### src/rtl/lcm_pkg.sv
// Shared types and constants for the least common multiple unit.
// Used by lcm_gcd, lcm_div, lcm_mul and lcm_of_two_operands_unit; no dependencies.
package lcm_pkg;

  localparam int OPERAND_WIDTH_DEF = 16;
  localparam int MULT_WIDTH        = 32;

  typedef enum logic [3:0] {
    S_IDLE = 4'b0001,
    S_GCD  = 4'b0010,
    S_DIV  = 4'b0100,
    S_MUL  = 4'b1000
  } state_t;

  typedef struct packed {
    logic go;
  } unit_ctl_t;

  typedef struct packed {
    logic busy;
    logic fin;
  } unit_sts_t;

endpackage

### src/rtl/lcm_of_two_operands_unit.sv
// Least common multiple of two unsigned operands: gcd, then first / gcd * second.
// Depends on lcm_pkg, lcm_gcd, lcm_div and lcm_mul.
//
//   channel  | handshake          | words
//   ---------+--------------------+-------------------------------------
//   operands | start, busy        | first_operand, second_operand
//   result   | done (one cycle)   | multiple, zero_operand
//
// A word is taken when start is high and busy is low.
// A zero operand is answered straight from idle; otherwise the binary gcd loop
// runs first, then the serial divider and then the serial multiplier.
// Synchronous reset returns the unit to idle with no result pending.
// The receiver cannot stall: a result is shown for exactly one cycle.
module lcm_of_two_operands_unit #(
  parameter int OPERAND_WIDTH = lcm_pkg::OPERAND_WIDTH_DEF
) (
  input  logic                             clk,
  input  logic                             rst,
  input  logic                             start,
  output logic                             busy,
  input  logic [OPERAND_WIDTH-1:0]         first_operand,
  input  logic [OPERAND_WIDTH-1:0]         second_operand,
  output logic                             done,
  output logic [lcm_pkg::MULT_WIDTH-1:0]   multiple,
  output logic                             zero_operand
);

  lcm_pkg::state_t            state;
  logic [OPERAND_WIDTH-1:0]   a_reg;
  logic [OPERAND_WIDTH-1:0]   b_reg;
  logic [OPERAND_WIDTH-1:0]   g;
  logic [OPERAND_WIDTH-1:0]   q;
  logic [2*OPERAND_WIDTH-1:0] prod;
  logic [2*OPERAND_WIDTH+lcm_pkg::MULT_WIDTH-1:0] prod_ext;
  logic                       accept;
  logic                       has_zero;
  lcm_pkg::unit_ctl_t         gcd_ctl;
  lcm_pkg::unit_ctl_t         div_ctl;
  lcm_pkg::unit_ctl_t         mul_ctl;
  lcm_pkg::unit_sts_t         gcd_sts;
  lcm_pkg::unit_sts_t         div_sts;
  lcm_pkg::unit_sts_t         mul_sts;

  assign busy     = (state != lcm_pkg::S_IDLE);
  assign accept   = start && !busy;
  assign has_zero = (first_operand == '0) || (second_operand == '0);
  assign gcd_ctl  = '{go: accept && !has_zero};
  assign div_ctl  = '{go: gcd_sts.fin};
  assign mul_ctl  = '{go: div_sts.fin};
  assign prod_ext = {{lcm_pkg::MULT_WIDTH{1'b0}}, prod};

  lcm_gcd #(.OPERAND_WIDTH(OPERAND_WIDTH)) u_gcd (
    .clk            (clk),
    .rst            (rst),
    .ctl            (gcd_ctl),
    .first_operand  (first_operand),
    .second_operand (second_operand),
    .sts            (gcd_sts),
    .divisor        (g)
  );

  lcm_div #(.OPERAND_WIDTH(OPERAND_WIDTH)) u_div (
    .clk      (clk),
    .rst      (rst),
    .ctl      (div_ctl),
    .dividend (a_reg),
    .divisor  (g),
    .sts      (div_sts),
    .quotient (q)
  );

  lcm_mul #(.OPERAND_WIDTH(OPERAND_WIDTH)) u_mul (
    .clk          (clk),
    .rst          (rst),
    .ctl          (mul_ctl),
    .multiplier   (q),
    .multiplicand (b_reg),
    .sts          (mul_sts),
    .product      (prod)
  );

  always_ff @(posedge clk) begin
    if (rst) begin
      state <= lcm_pkg::S_IDLE;
      done  <= 1'b0;
    end else begin
      done <= 1'b0;
      case (state)
        lcm_pkg::S_IDLE: begin
          if (start) begin
            a_reg <= first_operand;
            b_reg <= second_operand;
            if (has_zero) begin
              multiple     <= '0;
              zero_operand <= 1'b1;
              done         <= 1'b1;
            end else begin
              state <= lcm_pkg::S_GCD;
            end
          end
        end
        lcm_pkg::S_GCD: begin
          if (gcd_sts.fin) begin
            state <= lcm_pkg::S_DIV;
          end
        end
        lcm_pkg::S_DIV: begin
          if (div_sts.fin) begin
            state <= lcm_pkg::S_MUL;
          end
        end
        lcm_pkg::S_MUL: begin
          if (mul_sts.fin) begin
            multiple     <= prod_ext[lcm_pkg::MULT_WIDTH-1:0];
            zero_operand <= 1'b0;
            done         <= 1'b1;
            state        <= lcm_pkg::S_IDLE;
          end
        end
        default: begin
          state <= lcm_pkg::S_IDLE;
        end
      endcase
    end
  end

  a_one_unit_busy: assert property (@(posedge clk) disable iff (rst)
    $onehot0({gcd_sts.busy, div_sts.busy, mul_sts.busy}))
    else $error("more than one arithmetic unit busy");

  a_done_source: assert property (@(posedge clk) disable iff (rst)
    done |-> $past(mul_sts.fin) || ($past(accept) && zero_operand))
    else $error("result strobe without a finished product or zero operand");

  a_zero_result: assert property (@(posedge clk) disable iff (rst)
    (done && zero_operand) |-> (multiple == '0))
    else $error("zero operand result is not zero");

  a_accept_moves: assert property (@(posedge clk) disable iff (rst)
    accept |=> busy || done)
    else $error("accepted word neither started nor answered");

endmodule

### src/rtl/lcm_gcd.sv
// Binary greatest common divisor, one subtract-or-shift step per cycle.
// Depends on lcm_pkg for the control and status structs.
module lcm_gcd #(
  parameter int OPERAND_WIDTH = lcm_pkg::OPERAND_WIDTH_DEF
) (
  input  logic                     clk,
  input  logic                     rst,
  input  lcm_pkg::unit_ctl_t       ctl,
  input  logic [OPERAND_WIDTH-1:0] first_operand,
  input  logic [OPERAND_WIDTH-1:0] second_operand,
  output lcm_pkg::unit_sts_t       sts,
  output logic [OPERAND_WIDTH-1:0] divisor
);

  localparam int KW = (OPERAND_WIDTH > 1) ? $clog2(OPERAND_WIDTH) : 1;

  logic [OPERAND_WIDTH-1:0] u;
  logic [OPERAND_WIDTH-1:0] v;
  logic [KW-1:0]            k;
  logic                     busy;
  logic                     unwind;
  logic                     fin;
  logic [OPERAND_WIDTH:0]   diff;

  assign diff    = {1'b0, u} - {1'b0, v};
  assign divisor = u;
  assign sts     = '{busy: busy, fin: fin};

  always_ff @(posedge clk) begin
    if (rst) begin
      busy   <= 1'b0;
      unwind <= 1'b0;
      fin    <= 1'b0;
    end else begin
      fin <= 1'b0;
      if (ctl.go) begin
        u      <= first_operand;
        v      <= second_operand;
        k      <= '0;
        busy   <= 1'b1;
        unwind <= 1'b0;
      end else if (busy && unwind) begin
        if (k == '0) begin
          busy   <= 1'b0;
          unwind <= 1'b0;
          fin    <= 1'b1;
        end else begin
          u <= {u[OPERAND_WIDTH-2:0], 1'b0};
          k <= k - 1'b1;
        end
      end else if (busy) begin
        if (u == v) begin
          unwind <= 1'b1;
        end else if (!u[0] && !v[0]) begin
          u <= u >> 1;
          v <= v >> 1;
          k <= k + 1'b1;
        end else if (!u[0]) begin
          u <= u >> 1;
        end else if (!v[0]) begin
          v <= v >> 1;
        end else if (!diff[OPERAND_WIDTH]) begin
          u <= diff[OPERAND_WIDTH:1];
        end else begin
          v <= (v - u) >> 1;
        end
      end
    end
  end

endmodule

### src/rtl/lcm_div.sv
// Restoring divider, one quotient bit per cycle.
// Depends on lcm_pkg for the control and status structs.
module lcm_div #(
  parameter int OPERAND_WIDTH = lcm_pkg::OPERAND_WIDTH_DEF
) (
  input  logic                     clk,
  input  logic                     rst,
  input  lcm_pkg::unit_ctl_t       ctl,
  input  logic [OPERAND_WIDTH-1:0] dividend,
  input  logic [OPERAND_WIDTH-1:0] divisor,
  output lcm_pkg::unit_sts_t       sts,
  output logic [OPERAND_WIDTH-1:0] quotient
);

  localparam int CW = (OPERAND_WIDTH > 1) ? $clog2(OPERAND_WIDTH) : 1;

  logic [OPERAND_WIDTH-1:0] rem;
  logic [OPERAND_WIDTH-1:0] quo;
  logic [OPERAND_WIDTH-1:0] dsr;
  logic [CW-1:0]            cnt;
  logic                     busy;
  logic                     fin;
  logic [OPERAND_WIDTH:0]   part;
  logic [OPERAND_WIDTH:0]   trial;

  assign part     = {rem, quo[OPERAND_WIDTH-1]};
  assign trial    = part - {1'b0, dsr};
  assign quotient = quo;
  assign sts      = '{busy: busy, fin: fin};

  always_ff @(posedge clk) begin
    if (rst) begin
      busy <= 1'b0;
      fin  <= 1'b0;
    end else begin
      fin <= 1'b0;
      if (ctl.go) begin
        rem  <= '0;
        quo  <= dividend;
        dsr  <= divisor;
        cnt  <= CW'(OPERAND_WIDTH - 1);
        busy <= 1'b1;
      end else if (busy) begin
        if (trial[OPERAND_WIDTH]) begin
          rem <= part[OPERAND_WIDTH-1:0];
        end else begin
          rem <= trial[OPERAND_WIDTH-1:0];
        end
        quo <= {quo[OPERAND_WIDTH-2:0], ~trial[OPERAND_WIDTH]};
        cnt <= cnt - 1'b1;
        if (cnt == '0) begin
          busy <= 1'b0;
          fin  <= 1'b1;
        end
      end
    end
  end

endmodule

### src/rtl/lcm_mul.sv
// Shift-add multiplier, one multiplier bit per cycle.
// Depends on lcm_pkg for the control and status structs.
module lcm_mul #(
  parameter int OPERAND_WIDTH = lcm_pkg::OPERAND_WIDTH_DEF
) (
  input  logic                       clk,
  input  logic                       rst,
  input  lcm_pkg::unit_ctl_t         ctl,
  input  logic [OPERAND_WIDTH-1:0]   multiplier,
  input  logic [OPERAND_WIDTH-1:0]   multiplicand,
  output lcm_pkg::unit_sts_t         sts,
  output logic [2*OPERAND_WIDTH-1:0] product
);

  localparam int CW = (OPERAND_WIDTH > 1) ? $clog2(OPERAND_WIDTH) : 1;

  logic [OPERAND_WIDTH-1:0] hi;
  logic [OPERAND_WIDTH-1:0] lo;
  logic [OPERAND_WIDTH-1:0] mcand;
  logic [CW-1:0]            cnt;
  logic                     busy;
  logic                     fin;
  logic [OPERAND_WIDTH:0]   sum;

  assign sum     = {1'b0, hi} + (lo[0] ? {1'b0, mcand} : '0);
  assign product = {hi, lo};
  assign sts     = '{busy: busy, fin: fin};

  always_ff @(posedge clk) begin
    if (rst) begin
      busy <= 1'b0;
      fin  <= 1'b0;
    end else begin
      fin <= 1'b0;
      if (ctl.go) begin
        hi    <= '0;
        lo    <= multiplier;
        mcand <= multiplicand;
        cnt   <= CW'(OPERAND_WIDTH - 1);
        busy  <= 1'b1;
      end else if (busy) begin
        hi  <= sum[OPERAND_WIDTH:1];
        lo  <= {sum[0], lo[OPERAND_WIDTH-1:1]};
        cnt <= cnt - 1'b1;
        if (cnt == '0) begin
          busy <= 1'b0;
          fin  <= 1'b1;
        end
      end
    end
  end

endmodule
### config.mk
export PLATFORM = sky130hd
export DESIGN_NAME = lcm_of_two_operands_unit
export DESIGN_NICKNAME = d
export VERILOG_FILES = /design/src/rtl/lcm_pkg.sv /design/src/rtl/lcm_of_two_operands_unit.sv /design/src/rtl/lcm_gcd.sv /design/src/rtl/lcm_div.sv /design/src/rtl/lcm_mul.sv
export SDC_FILE = /design/constraint.sdc
export NUM_CORES = 1
export LEC_CHECK = 0
export BUFFER_PORTS_ARGS = -buffer_cell sky130_fd_sc_hd__buf_2
export CAP_MARGIN = 20
export CORE_ASPECT_RATIO = 1.5
export CORE_UTILIZATION = 50
export CTS_BUF_LIST = sky130_fd_sc_hd__clkbuf_16
export DETAILED_ROUTE_END_ITERATION = 16
export GPL_TIMING_DRIVEN = 0
export PLACE_DENSITY = 0.67
export SLEW_MARGIN = 15
export SYNTH_ARGS = -nofsm -noshare
export SYNTH_HDL_FRONTEND = slang
export SYNTH_HIERARCHICAL = 1
export SYNTH_SLANG_ARGS = --single-unit
### constraint.sdc
create_clock -name clk -period 3.76 [get_ports clk]
set_input_delay 0.376 -clock clk [delete_from_list [all_inputs] [get_ports clk]]
set_output_delay 0.376 -clock clk [all_outputs]
set_load 0.03 [all_outputs]
==> run summary <==
================================================================================
Detailed-route DRC error count                                                 0
Number of buffers created by CTS                                              21
Clock-pin transition on the worst setup and hold timing paths            0.06 ns
Source of the worst hold timing path                                second_operand[9]
Peak Freq                                                                298 MHz
Run status                                                          complete, no violations
Total Neg Setup Slack                                                       0 ns
Die Footprint                                                         0.0253 mm²
Remaining antenna violation count after routing                                0
Detailed-router iteration count before antenna repair                          5
Crit path kind                                                      register to register
Net count, final                                                            1284
Setup bufs post-CTS                                                            0
Number of global-route vias before repair                                   8417
RSZ-0062 raised after global routing                                          no
Count of clock tree sinks                                                    217
Skew final                                                             0.0151 ns
Type of the worst min-delay path                                    input port to register
Crit-path max FO                                                              15
Part of the power in combinational logic                                   13.5%
Switching share of power                                                   24.9%
Placeable Area                                                        0.0243 mm²
Power density normalized to cell area                                 419 mW/mm²
Share of power burned in registers                                         47.4%
Worst slew margin                                                          42.9%
Data arrival, critical path                                              3.48 ns
FF-to-FF setup slack                                                     0.41 ns
Area Growth Syn to Fin                                                     13.0%
Reported leakage power                                                   5.25 nW
Number of max-cap violations                                                   0
Cts hold-fix bufs                                                              0
Synthesized area per cell                                               11.4 µm²
Synthesis warning total                                                        6
DP HPWL                                                                 21400 µm
Final max-slew violation count                                                 0
Tcrit/Tclk final                                                           89.2%
Clock latency at the later pin of the worst-skew pair                    0.51 ns
Setup violation total in the final timing report                               0
Minimum clock period                                                     3.35 ns
R2R depth                                                                      8
Critical R2R Capture                                                u_gcd/divisor[4]$_DFFE_PP_
Width of the chip                                                         130 µm
Worst path setup slack after routing                                    0.405 ns
Largest net degree at the start of global routing                             34
Routed wire per std cell                                                 18.6 µm
Final number of hold-violating endpoints                                       0
Most frequent cells in the layout                                   sky130_fd_sc_hd__edfxtp_1 (205), sky130_fd_sc_hd__nand2_1 (97), sky130_fd_sc_hd__buf_2 (82)
Routed vias/inst                                                            5.72
Number of placement rows                                                      70
Total routed wirelength                                                 28100 µm
Crit end category                                                       register
CP Launch Type                                                          register
Synthesized area                                                      0.0123 mm²
Max IR drop VDD                                                         0.366 mV
Clock tree from TritonCTS                                                    yes
First-pass GRT wire length                                              44400 µm
Initial Util                                                               50.8%
Vias after detailed routing                                                 8672
Number of flip-flops in the largest register                                  32
Start of the worst register-to-register path                        u_gcd/divisor[0]$_DFFE_PP_
Global-route total usage across every layer                                23.0%
Global placement routability congestion                                    0.887
Commonest non-fill, non-tap cell in the layout                      sky130_fd_sc_hd__edfxtp_1
Total nets after synthesis                                                  1188
Slew at the pin with the worst max-slew slack                           0.854 ns
Vertical die dimension                                                    194 µm
Aggregate global routing overflow                                              0
Number of H-tree levels                                                        1
1st-iter DRT viols                                                           608
Number of antenna violations at the first check in global routing              0
Number of gates given a new drive strength after cts                           0
Share of cells above drive strength 1                                      16.1%
Number of ports placed on the die boundary                                    70
Total inserted antenna cells                                                   0
Power dissipated by switching net loads                                  1.45 mW
Setup WS pre-CTS                                                        0.452 ns
Buffer depth of the longest clock path                                         3
Number of cells produced by synthesis                                       1080
# port buffers                                                                69
Required time reported for the critical path endpoint                    3.89 ns
Hold path endpoint                                                  b_reg[9]$_DFFE_PP_
Register with the most flip-flops                                       multiple
Cell chosen for the clock root                                      sky130_fd_sc_hd__clkbuf_16
Post-layout utilization of the core                                        57.4%
Clock Power Share                                                          39.1%
Internal Pwr Total                                                       4.37 mW
Hold Path Cell Cnt                                                             1
================================================================================
[power by group through the flow]
stage	sequential (mW)	clock (mW)	combinational, mW
2_1_floorplan	2.79	0	0.563
3_3_place_gp	2.82	0	0.752
6_report	2.76	2.28	0.785
3_5_place_dp	2.82	0	0.771
4_1_cts	2.76	2.32	0.776
5_1_grt	2.77	2.40	0.857
[layer usage]
metal | track usage (%) | share of wire [%] | vias up
met5 | 0 | 0 | -
met4 | 10.2 | 4.1 | 0
met3 | 2.70 | 4.7 | 69
met2 | 41.1 | 53 | 297
met1 | 27.1 | 39 | 4148
li1 | - | - | 4158
[per-stage QoR]
stage	std cells	hold WS, ns	cell area (µm²)	power [mW]
floorplan	1080	0.400	12300	3.35
global placement	1473	0.401	13100	3.57
detailed placement	1477	0.405	13200	3.59
CTS	1515	0.0716	13900	5.86
global route	1515	0.0785	13900	6.02
finish	1515	0.0882	13900	5.83
[how the worst max path moves through the flow]
stage / from / to / slack, ns / cells after the start
after global routing: u_gcd/divisor[0]$_DFFE_PP_ / u_gcd/divisor[7]$_DFFE_PP_ / 0.23 / 8
final: u_gcd/divisor[0]$_DFFE_PP_ / u_gcd/divisor[4]$_DFFE_PP_ / 0.41 / 8
after global placement: second_operand[0] / u_gcd/v[10]$_DFFE_PP_ / -0.51 / 8
after CTS: u_gcd/divisor[0]$_DFFE_PP_ / u_gcd/divisor[14]$_DFFE_PP_ / 0.42 / 8
after detailed placement: u_gcd/divisor[0]$_DFFE_PP_ / u_gcd/divisor[10]$_DFFE_PP_ / 0.45 / 8
after floorplan: u_gcd/divisor[13]$_DFFE_PP_ / u_gcd/v[10]$_DFFE_PP_ / 0.60 / 8
[area by class of cell]
type	count	area (µm²)
repair buffers	73	419
flip-flops and latches	217	6400
multi-input cells	746	5440
plain buffers	49	268
clock inverters	17	216
fillers	2056	10300
clock buffers	21	526
inverters	68	255
well taps	324	405
[worst max-delay path: stages (launching register included)]
cell and delay [ns]:
sky130_fd_sc_hd__edfxtp_1 0.46, sky130_fd_sc_hd__inv_1 0.11, sky130_fd_sc_hd__ha_1 0.24, sky130_fd_sc_hd__fa_1 0.40, sky130_fd_sc_hd__nand2b_1 0.18, sky130_fd_sc_hd__a21oi_1 0.28, sky130_fd_sc_hd__o211ai_2 0.15, sky130_fd_sc_hd__a21oi_2 0.40
sky130_fd_sc_hd__o31a_1 0.74
Power figures use the tool's default switching activity.
